===== src/design/nfa_pkg.sv =====
`timescale 1ns / 1ps
// Package: sizes, codes, command and config types, and set helpers for the NFA word acceptor.
package nfa_pkg;

  localparam int NUM_STATES  = 16;
  localparam int SYMBOL_BITS = 8;
  localparam int ST_W        = $clog2(NUM_STATES);
  localparam int ADDR_W      = SYMBOL_BITS + ST_W;
  localparam int STORE_DEPTH = 1 << ADDR_W;
  localparam int FIELD_ST_W  = 4;
  localparam int FIELD_SYM_W = 8;
  localparam int OUT_SET_W   = 16;
  localparam int CFG_W       = 16;
  localparam int CFG_IDX_W   = 2;
  localparam int QDEPTH      = 2;
  localparam int QPTR_W      = $clog2(QDEPTH);
  localparam int QCNT_W      = $clog2(QDEPTH + 1);

  typedef enum logic [1:0] {
    REQ_LOAD  = 2'd0,
    REQ_START = 2'd1,
    REQ_STEP  = 2'd2
  } req_t;

  typedef enum logic [1:0] {
    OP_LOAD,
    OP_START,
    OP_STEP
  } op_t;

  typedef enum logic [CFG_IDX_W-1:0] {
    CFG_INITIAL = 2'd0,
    CFG_FINAL   = 2'd1,
    CFG_HIGHEST = 2'd2
  } cfg_idx_t;

  typedef enum logic [2:0] {
    BK_CLEAR,
    BK_IDLE,
    BK_LOAD_WR,
    BK_SCAN,
    BK_DRAIN,
    BK_REPORT
  } bk_state_t;

  typedef struct packed {
    op_t                    op;
    logic [ST_W-1:0]        from_st;
    logic [ST_W-1:0]        to_st;
    logic [SYMBOL_BITS-1:0] sym;
    logic                   last;
  } cmd_t;

  typedef struct packed {
    logic [FIELD_ST_W-1:0] init_st;
    logic [CFG_W-1:0]      final_mask;
    logic [FIELD_ST_W-1:0] highest;
  } cfg_t;

  // states 0..min(highest, NUM_STATES-1)
  function automatic logic [NUM_STATES-1:0] keep_mask(logic [FIELD_ST_W-1:0] highest);
    int h;
    logic [NUM_STATES-1:0] m;
    h = int'(highest);
    if (h > NUM_STATES - 1) h = NUM_STATES - 1;
    for (int i = 0; i < NUM_STATES; i++) m[i] = (i <= h);
    return m;
  endfunction

  // one-hot of the initial state, empty when out of range
  function automatic logic [NUM_STATES-1:0] init_set(logic [FIELD_ST_W-1:0] init_st);
    logic [NUM_STATES-1:0] s;
    for (int i = 0; i < NUM_STATES; i++) s[i] = (int'(init_st) == i);
    return s;
  endfunction

endpackage


===== src/design/nfa_cmd_q.sv =====
`timescale 1ns / 1ps
// Command queue between front end and back end.
module nfa_cmd_q import nfa_pkg::*; (
  input  logic clk,
  input  logic rst_n,
  input  logic push,
  input  cmd_t push_cmd,
  output logic full,
  input  logic pop,
  output cmd_t head,
  output logic empty
);

  cmd_t              q_mem_r [QDEPTH];
  logic [QPTR_W-1:0] wr_ptr_r, wr_ptr_nxt;
  logic [QPTR_W-1:0] rd_ptr_r, rd_ptr_nxt;
  logic [QCNT_W-1:0] count_r, count_nxt;
  logic              do_push;
  logic              do_pop;

  assign full    = (count_r == QCNT_W'(QDEPTH));
  assign empty   = (count_r == '0);
  assign head    = q_mem_r[rd_ptr_r];
  assign do_push = push && !full;
  assign do_pop  = pop && !empty;

  always_comb begin
    wr_ptr_nxt = wr_ptr_r;
    rd_ptr_nxt = rd_ptr_r;
    count_nxt  = count_r;
    if (do_push) begin
      wr_ptr_nxt = (wr_ptr_r == QPTR_W'(QDEPTH - 1)) ? '0 : wr_ptr_r + 1'b1;
    end
    if (do_pop) begin
      rd_ptr_nxt = (rd_ptr_r == QPTR_W'(QDEPTH - 1)) ? '0 : rd_ptr_r + 1'b1;
    end
    if (do_push && !do_pop) begin
      count_nxt = count_r + 1'b1;
    end else if (do_pop && !do_push) begin
      count_nxt = count_r - 1'b1;
    end
  end

  always_ff @(posedge clk) begin
    if (!rst_n) begin
      wr_ptr_r <= '0;
      rd_ptr_r <= '0;
      count_r  <= '0;
    end else begin
      wr_ptr_r <= wr_ptr_nxt;
      rd_ptr_r <= rd_ptr_nxt;
      count_r  <= count_nxt;
    end
  end

  always_ff @(posedge clk) begin
    if (do_push) begin
      q_mem_r[wr_ptr_r] <= push_cmd;
    end
  end

endmodule


===== config.mk =====
export PLATFORM = sky130hd
export DESIGN_NAME = nfa_cmd_q
export DESIGN_NICKNAME = d
export VERILOG_FILES = /design/src/design/nfa_pkg.sv /design/src/design/nfa_cmd_q.sv
export SDC_FILE = /design/constraint.sdc
export NUM_CORES = 1
export LEC_CHECK = 0
export ABC_CLOCK_PERIOD_IN_PS = 1700
export BUFFER_PORTS_ARGS = -buffer_cell sky130_fd_sc_hd__buf_2
export CAP_MARGIN = 20
export CORE_UTILIZATION = 25
export DETAILED_ROUTE_END_ITERATION = 8
export GPL_TIMING_DRIVEN = 0
export PLACE_DENSITY = 0.53
export SLEW_MARGIN = 20
export SYNTH_ARGS = -nofsm -noshare
export SYNTH_HDL_FRONTEND = slang
export SYNTH_SLANG_ARGS = --single-unit

===== constraint.sdc =====
create_clock -name clk -period 1.7 [get_ports clk]
set_input_delay 0.255 -clock clk [delete_from_list [all_inputs] [get_ports clk]]
set_output_delay 0.255 -clock clk [all_outputs]
set_load 0.01 [all_outputs]

==> results of run 1 <==
stage by stage:
stage	setup TNS (ns)	std cells
global placement	-3.38	202
CTS	0	211
floorplan	0	84
finish	0	212
detailed placement	-6.65	202
global route	0	212
cell usage after synthesis:
master	number	area, sq um
a21boi_0	1	7.51
a21boi_1	1	7.51
and2_1	3	18.8
and3_1	1	6.26
buf_2	1	5.00
buf_4	1	7.51
dfxtp_1	5	100
edfxtp_1	38	1140
ha_1	1	12.5
inv_1	1	3.75
inv_2	1	3.75
mux2_2	19	214
nand2b_1	1	6.26
nor2_1	2	7.51
nor3_2	1	10.0
o21a_1	1	7.51
o21ai_0	1	5.00
o21ai_1	1	5.00
or3_1	1	6.26
xnor2_1	2	17.5
xor2_1	1	8.76
flip-flops by register name, summed over array words and instances, names as in the netlist, named ones only:
signal / flops
count_r: 2
q_mem_r: 38
rd_ptr_r: 1
wr_ptr_r: 1
per-layer routing:
metal / vias to the layer above / GRT usage (%) / share of wire (%)
met2: 27 / 16.6 / 55
met5: - / 0 / 0
met4: 0 / 4.21 / 0.71
li1: 422 / - / -
met3: 2 / 4.00 / 5.4
met1: 431 / 9.76 / 38
repair_timing:
item | 4_1_cts | 5_1_grt
pin swaps | 1 | 0
gates cloned | 1 | 0
setup buffers | 0 | 1
endpoints found under the setup margin | 49 | 11
gates resized for setup | 9 | 3
worst max path at each step:
| stage | endpoint | slack, ns |
|---|---|---|
| after global routing | count_r[1] | 0.02 |
| after CTS | head[0] | 0.006 |
| after floorplan | q_mem_r[0][0] | 0.19 |
| final | count_r[1] | 0.08 |
| after global placement | q_mem_r[0][10] | -0.10 |
| after detailed placement | q_mem_r[0][7] | -0.18 |
kinds of logic after synthesis:
family          share of synthesized area [%]
flops                                    77.5
xor+xnor                                 1.64
compound gates                           2.03
fa+ha+maj                               0.781
mux                                      13.4
simple gates                             3.44
buf+inv                                  1.25
final cells by class:
class	count	area, sq um
inverters	2	10.0
flip-flops and latches	43	1240
clock inverters	3	43.8
fillers	583	3960
well taps	75	93.8
repair buffers	44	235
clock buffers	5	68.8
multi-input cells	38	375
plain buffers	2	31.3
cells in the final DEF, fill, tap and decap left out, types with 2 or more instances in the layout:
cell / instances
edfxtp_1: 38
nor2_1: 2
and2_1: 3
buf_12: 2
mux2_2: 19
clkbuf_8: 5
nor3_4: 2
xnor2_1: 2
dfxtp_1: 3
dfxtp_2: 2
buf_2: 43
power by group through the flow:
stage / clock [mW] / sequential (mW) / combinational [mW]
2_1_floorplan: 0 / 1.40 / 0.552
3_3_place_gp: 0 / 1.41 / 0.806
3_5_place_dp: 0 / 1.42 / 0.832
4_1_cts: 0.816 / 1.41 / 0.920
5_1_grt: 0.856 / 1.43 / 1.04
6_report: 0.778 / 1.41 / 0.944
worst max-delay path: stages (launching register included):
cell,delay [ns]
dfxtp_2,0.36
nand2b_4,0.17
inv_4,0.10
nor2_1,0.06
ha_1,0.33
or3_1,0.37
a21boi_2,0.16
==> impl_summary.txt, run 1 <==
----------------------------------------------------
[Outcome]
  Result of the run ... finished, final reports clean

[Clocking]
  TritonCTS Sinks ... 43
  Clock insertion delay at the later pin of the skew report ... 0.29 ns
  CTS tree ... yes
  CTS root buf ... clkbuf_8
  Number of hold buffers added after CTS ... 0
  Number of buffers between clock root and the deepest sink ... 2
  Inserted Clock Buffers ... 5
  Clock H-tree levels ... 2
  Clock-pin slew on the worst setup and hold paths ... 0.08 ns

[Timing]
  Post-Route Skew ... 0.00312 ns
  Unrepaired setup endpoints after global routing ... false
  Minimum clock period after layout ... 1.62 ns
  Setup slack after layout ... slightly above 0.08 ns
  Fraction of the cycle the final worst path needs ... 95.2%
  Final hold slack ... around 0.15 ns
  Setup violators final ... 0
  Upper clock frequency limit ... approximately 600 MHz
  Slew at the pin closest to its max-slew limit ... about 0.58 ns
  Worst relative slew slack ... between 60 and 70%
  Final Hold Fails ... 0
  Max-slew violation count ... 0

[Pwr]
  Maximum vdd ir drop ... between 0.7 and 0.8 mV
  Switching power share of the total ... between 20% and 30%
  Power, Total ... roughly 3.1 mW
  Leakage power summed over all cells ... 0.786 nW
  Net Sw Power ... 0.871 mW
  Combinational power share ... 30.1%
  Internal power contribution ... roughly 2.3 mW
  Fraction of power consumed by the clock network ... around 25%
  Fraction of power consumed by sequential logic ... between 40 and 50%
  Pwr dens ... 1490 nW/um^2

[Synthesis]
  Unique masters post-synth ... 21
  Number of cells produced by synthesis ... 84
  Sequential-to-total area share from yosys stat ... between 70% and 80%
  Area of the mapped netlist ... 1600 sq um
  Syn nets ... approximately 110
  Average footprint of a synthesized cell ... 19.1 sq um
  Yosys warning count ... 0
  Flip-flop and latch count after synthesis ... 43

[Setup path]
  Launch point of the critical path ... count_r[0]
  Kind of launch point of the worst setup path ... flop
  End of the worst register-to-register path ... count_r[1]
  Arr. time, crit path ... 1.84 ns
  Required time of the critical path ... ~1.9 ns
  Worst Setup End Kind ... flop
  Setup slack of the most critical reg-to-reg path ... approximately 0.081 ns
  Worst reg-to-reg path cell count ... 6
  Maximum net fanout on the critical path ... 5
  Type of the setup path with the least slack ... reg -> reg
  Source of the worst register-to-register timing path ... count_r[0]

[Detailed routing]
  Vias after detailed routing ... 882
  Initial DRT Pass Iterations ... 4
  Routed len/inst ... between 10 and 15 um
  Overall routed net length ... 2950 um
  DRC viols ... 0
  Count of routing violations after the opening detailed-route iteration ... 22
  Detail-routed via count per cell ... about 4.2
  Antenna viol nets, final ... 0

[Global routing]
  GRT overflow ... 0
  Via count of the first global-routing pass ... approximately 900
  Initial antenna violation count ... 0
  Pin count of the biggest net entering global routing ... 20
  Wire length of the first global-routing pass ... 4330 um
  Global Route Usage Sum ... 9.47%

[Final layout]
  Post-route cell area ... 2100 sq um
  Share of cells above drive strength 1 ... a little under 60%
  Nets@finish ... between 150 and 200
  Final design utilization ... 34.7%
  Syn-to-layout area delta ... 31.3%
  ANT cells ... 0

[Job]
  MaxCap Viol Count ... 0

[Placement]
  Placer Congestion ... 0.666
  Port-buffer cells ... 43
  DP Area ... around 1900 sq um
  Worst setup slack after placement ... -0.184 ns

[Worst hold path]
  Hold-critical path depth ... 1
  Hold worst-path end ... q_mem_r[0][5]
  Worst hold path startpoint ... push_cmd[5]
  Classification of the worst-slack hold path ... in -> reg

[Floorplanning]
  Die Height ... 82.0 um
  Die area ... about 6700 sq um
  Placeable core region ... between 6000 and 7000 sq um
  Starting utilization of the core area ... between 20% and 30%
  Width of the chip ... between 80 and 90 um
  Boundary pin count ... 44
  Cell row count ... 28

----------------------------------------------------
No activity file was read; power rests on OpenSTA's default activity.
==> run 2: changes to the inputs <==
--- a/config.mk
+++ b/config.mk
@@ -5,13 +5,15 @@
 export SDC_FILE = /design/constraint.sdc
 export NUM_CORES = 1
 export LEC_CHECK = 0
+export ABC_AREA = 1
 export ABC_CLOCK_PERIOD_IN_PS = 1700
 export BUFFER_PORTS_ARGS = -buffer_cell sky130_fd_sc_hd__buf_2
 export CAP_MARGIN = 20
+export CORE_MARGIN = 4
 export CORE_UTILIZATION = 25
 export DETAILED_ROUTE_END_ITERATION = 8
 export GPL_TIMING_DRIVEN = 0
-export PLACE_DENSITY = 0.53
+export PLACE_DENSITY = 0.52
 export SLEW_MARGIN = 20
 export SYNTH_ARGS = -nofsm -noshare
 export SYNTH_HDL_FRONTEND = slang
==> run 2 against run 1 <==
Design area up 1.7%; critical path depth down 2; flip-flop and latch count unchanged; final cell count up 9.0%; critical path type is now reg -> out.
==> impl_summary.txt, run 2 <==
----------------------------------------------------
[Clocking]
  Clock H-tree levels ... 2
  Post_cts resized ... 0
  Inserted Clock Buffers ... 5
  Number of buffers between clock root and the deepest sink ... 2
  Clock insertion delay at the later pin of the skew report ... 0.29 ns
  CTS tree ... yes
  CTS root buf ... clkbuf_8
  Clock-pin slew on the worst setup and hold paths ... 0.09 ns
  Number of hold buffers added after CTS ... 0
  TritonCTS Sinks ... 43

[Setup path]
  Type of the setup path with the least slack ... reg -> out
  Chain of cells forming the critical path ... buf_6, buf_12, mux2_4, buf_2
  Delay contributed by the slowest stage of the critical path ... ~0.33 ns
  Buffering stage count on the worst path with inverters included ... 3
  Arr. time, crit path ... 1.34 ns
  Worst Setup End Kind ... output port
  Required time of the critical path ... around 1.4 ns
  Maximum net fanout on the critical path ... 10
  Critical path's top delay family ... buffers and inverters
  Critical Path Slowest Stage Cell ... dfxtp_1
  Setup slack of the most critical reg-to-reg path ... 0.18 ns
  Kind of launch point of the worst setup path ... flop

[Final layout]
  Filler cells ... about 640
  Share of cells above drive strength 1 ... 52.6%
  Largest registers ranked by flip-flop count ... q_mem_r x38, count_r x2
  Syn-to-layout area delta ... 28.1%
  Nets@finish ... between 150 and 200
  Leading cell type in the layout, fill and taps excluded ... buf_2
  Flip-flop count of the largest register after layout ... 38
  Largest reg by FF count ... q_mem_r
  Final design utilization ... approximately 33%
  Post-route cell area ... 2140 sq um
  ANT cells ... 0
  Most used cells in the layout excluding fill and tap cells ... buf_2 (43), edfxtp_1 (38), mux2_4 (10)

[Detailed routing]
  Overall routed net length ... around 3100 um
  Count of routing violations after the opening detailed-route iteration ... 9
  Antenna viol nets, final ... 0
  DRC viols ... 0
  Routed len/inst ... 13.6 um
  Detail-routed via count per cell ... approximately 4.1
  Initial DRT Pass Iterations ... 3
  Vias after detailed routing ... ~960

[Synthesis]
  Most common library cells after synthesis ... edfxtp_1 (38), nor2_1 (11), mux2_4 (10)
  Ranking of synthesized cells by area ... edfxtp_1 (68%), mux2_4 (9.0%), mux2_2 (6.1%), dfxtp_1 (6.0%), nor2_1 (2.5%)
  Fraction of post-synthesis cell area in the top cell type by area ... around 68%
  Sequential-to-total area share from yosys stat ... between 70% and 80%
  Main flop type after synthesis ... edfxtp_1
  Average footprint of a synthesized cell ... 17.2 sq um
  Syn nets ... about 120
  Async S/R FF share, synth ... 0%
  Most numerous cell in the Yosys netlist ... edfxtp_1
  Unique masters post-synth ... 15
  Biggest area consumer among synthesized cells ... edfxtp_1
  Yosys warning count ... 0
  Flip-flop and latch count after synthesis ... between 40 and 50
  Count of flip-flops with a built-in enable after synthesis ... 38
  Area of the mapped netlist ... roughly 1700 sq um
  Number of cells produced by synthesis ... 97

[Worst hold path]
  Classification of the worst-slack hold path ... in -> reg

[Pwr]
  Switching power share of the total ... about 30%
  Net Sw Power ... between 0.8 and 0.9 mW
  Leakage power summed over all cells ... 0.852 nW
  Fraction of power consumed by sequential logic ... a little under half
  Internal power contribution ... between 2 and 2.5 mW
  Pwr dens ... 1390 nW/um^2
  Fraction of power consumed by the clock network ... between 20 and 25%
  Combinational power share ... ~30%
  Maximum vdd ir drop ... a little over 0.3 mV

[Timing]
  Post-Route Skew ... a little under 0.004 ns
  Fraction of the cycle the final worst path needs ... a little over nine tenths
  Slew at the pin closest to its max-slew limit ... between 0.4 and 0.5 ns
  Setup slack after layout ... 0.103 ns
  Final Hold Fails ... 0
  Worst relative slew slack ... between 70% and 80%
  Unrepaired setup endpoints after global routing ... false
  Max-slew violation count ... 0
  Setup violators final ... 0
  Minimum clock period after layout ... between 1.5 and 2 ns
  Upper clock frequency limit ... approximately 630 MHz

[Floorplanning]
  Starting utilization of the core area ... between 20% and 30%
  Cell row count ... 29
  Boundary pin count ... 44
  Die area ... 8050 sq um
  Width of the chip ... between 80 and 90 um
  Placeable core region ... ~6400 sq um
  Die Height ... about 90 um

[Global routing]
  Via count of the first global-routing pass ... ~1.1k
  GRT overflow ... 0
  Pin count of the biggest net entering global routing ... 16
  Global Route Usage Sum ... just over 8%
  Wire length of the first global-routing pass ... roughly 5000 um
  Initial antenna violation count ... 0

[Placement]
  Placer Congestion ... a little under 0.8
  DP Area ... slightly above 2000 sq um
  Port-buffer cells ... 43
  HPWL Detailed ... about 2400 um
  Worst setup slack after placement ... between 0.15 and 0.2 ns

[Outcome]
  Result of the run ... finished, final reports clean

[Job]
  MaxCap Viol Count ... 0

----------------------------------------------------
## run 2: changes by cell type in the layout (fill, tap and decap cells not counted), sizes merged, moves of 3 or more
cell   previous run  this run
and2              3         0
buf              46        51
nor2              2        11
inv               2        10
nand2             0         6
## run 2: through the flow
step                      setup TNS [ns]  hold slack [ns]  instances  total power [mW]
after floorplan                        0            0.354         97              1.98
after global placement            -19.32            0.443        217              2.24
after detailed placement               0            0.447        219              2.32
after CTS                              0            0.133        227              2.99
after global routing                   0            0.129        231              3.15
final                                  0            0.147        231              2.97
## run 2: cells by family after synthesis
family / Yosys count / share of synthesized area [%]
compound gates: 4 / 1.42
fa+ha+maj: 1 / 0.750
buf+inv: 11 / 3.90
flops: 43 / 74.4
mux: 19 / 15.1
simple gates: 19 / 4.50
## run 2: power groups by stage
stage               Combinational, mW  Clock, mW  Sequential, mW
finish                          0.910      0.658            1.40
global route                     1.00      0.734            1.42
global placement                0.820          0            1.42
floorplan                       0.576          0            1.41
detailed placement              0.896          0            1.43
CTS                             0.897      0.693            1.40
## run 2: final timing paths
path                                   from             to  cells past startpoint
worst min register to register     rd_ptr_r           flop                      2
worst max register to register   count_r[1]     count_r[1]                      9
worst max-delay path                   flop        head[0]                      4
worst min-delay path            push_cmd[3]  q_mem_r[1][3]                      1
## run 2: routing by layer
layer	vias to the layer above	part of all wire (%)	global-route usage, %
met5	-	0	0
met4	0	1.3	3.19
met3	7	6.7	3.76
met2	31	53	15.0
met1	458	38	7.66
li1	460	-	-
## run 2: worst reg2reg max path, cell delays in order, from the launching register on
cell	delay, ns
dfxtp_1	0.36
inv_1	0.08
o21ai_2	0.22
inv_1	0.10
ha_1	0.33
inv_1	0.08
nand3_1	0.08
nand2_1	0.06
inv_1	0.04
nor2_1	0.11
## run 2: cell type report
class | count | area (sq um) | area share (%)
plain buffers | 2 | 31.3 | 1.46
clock buffers | 5 | 68.8 | 3.22
clock inverters | 3 | 23.8 | 1.11
inverters | 9 | 33.8 | 1.58
multi-input cells | 43 | 368 | 17.2
flip-flops and latches | 43 | 1240 | 58.0
well taps | 77 | 96.3 | 4.51
repair buffers | 49 | 275 | 12.9
## run 2: repair_timing
item	CTS	global route
setup buffers	0	4
setup endpoints to repair	0	5
hold endpoints to repair	0	0
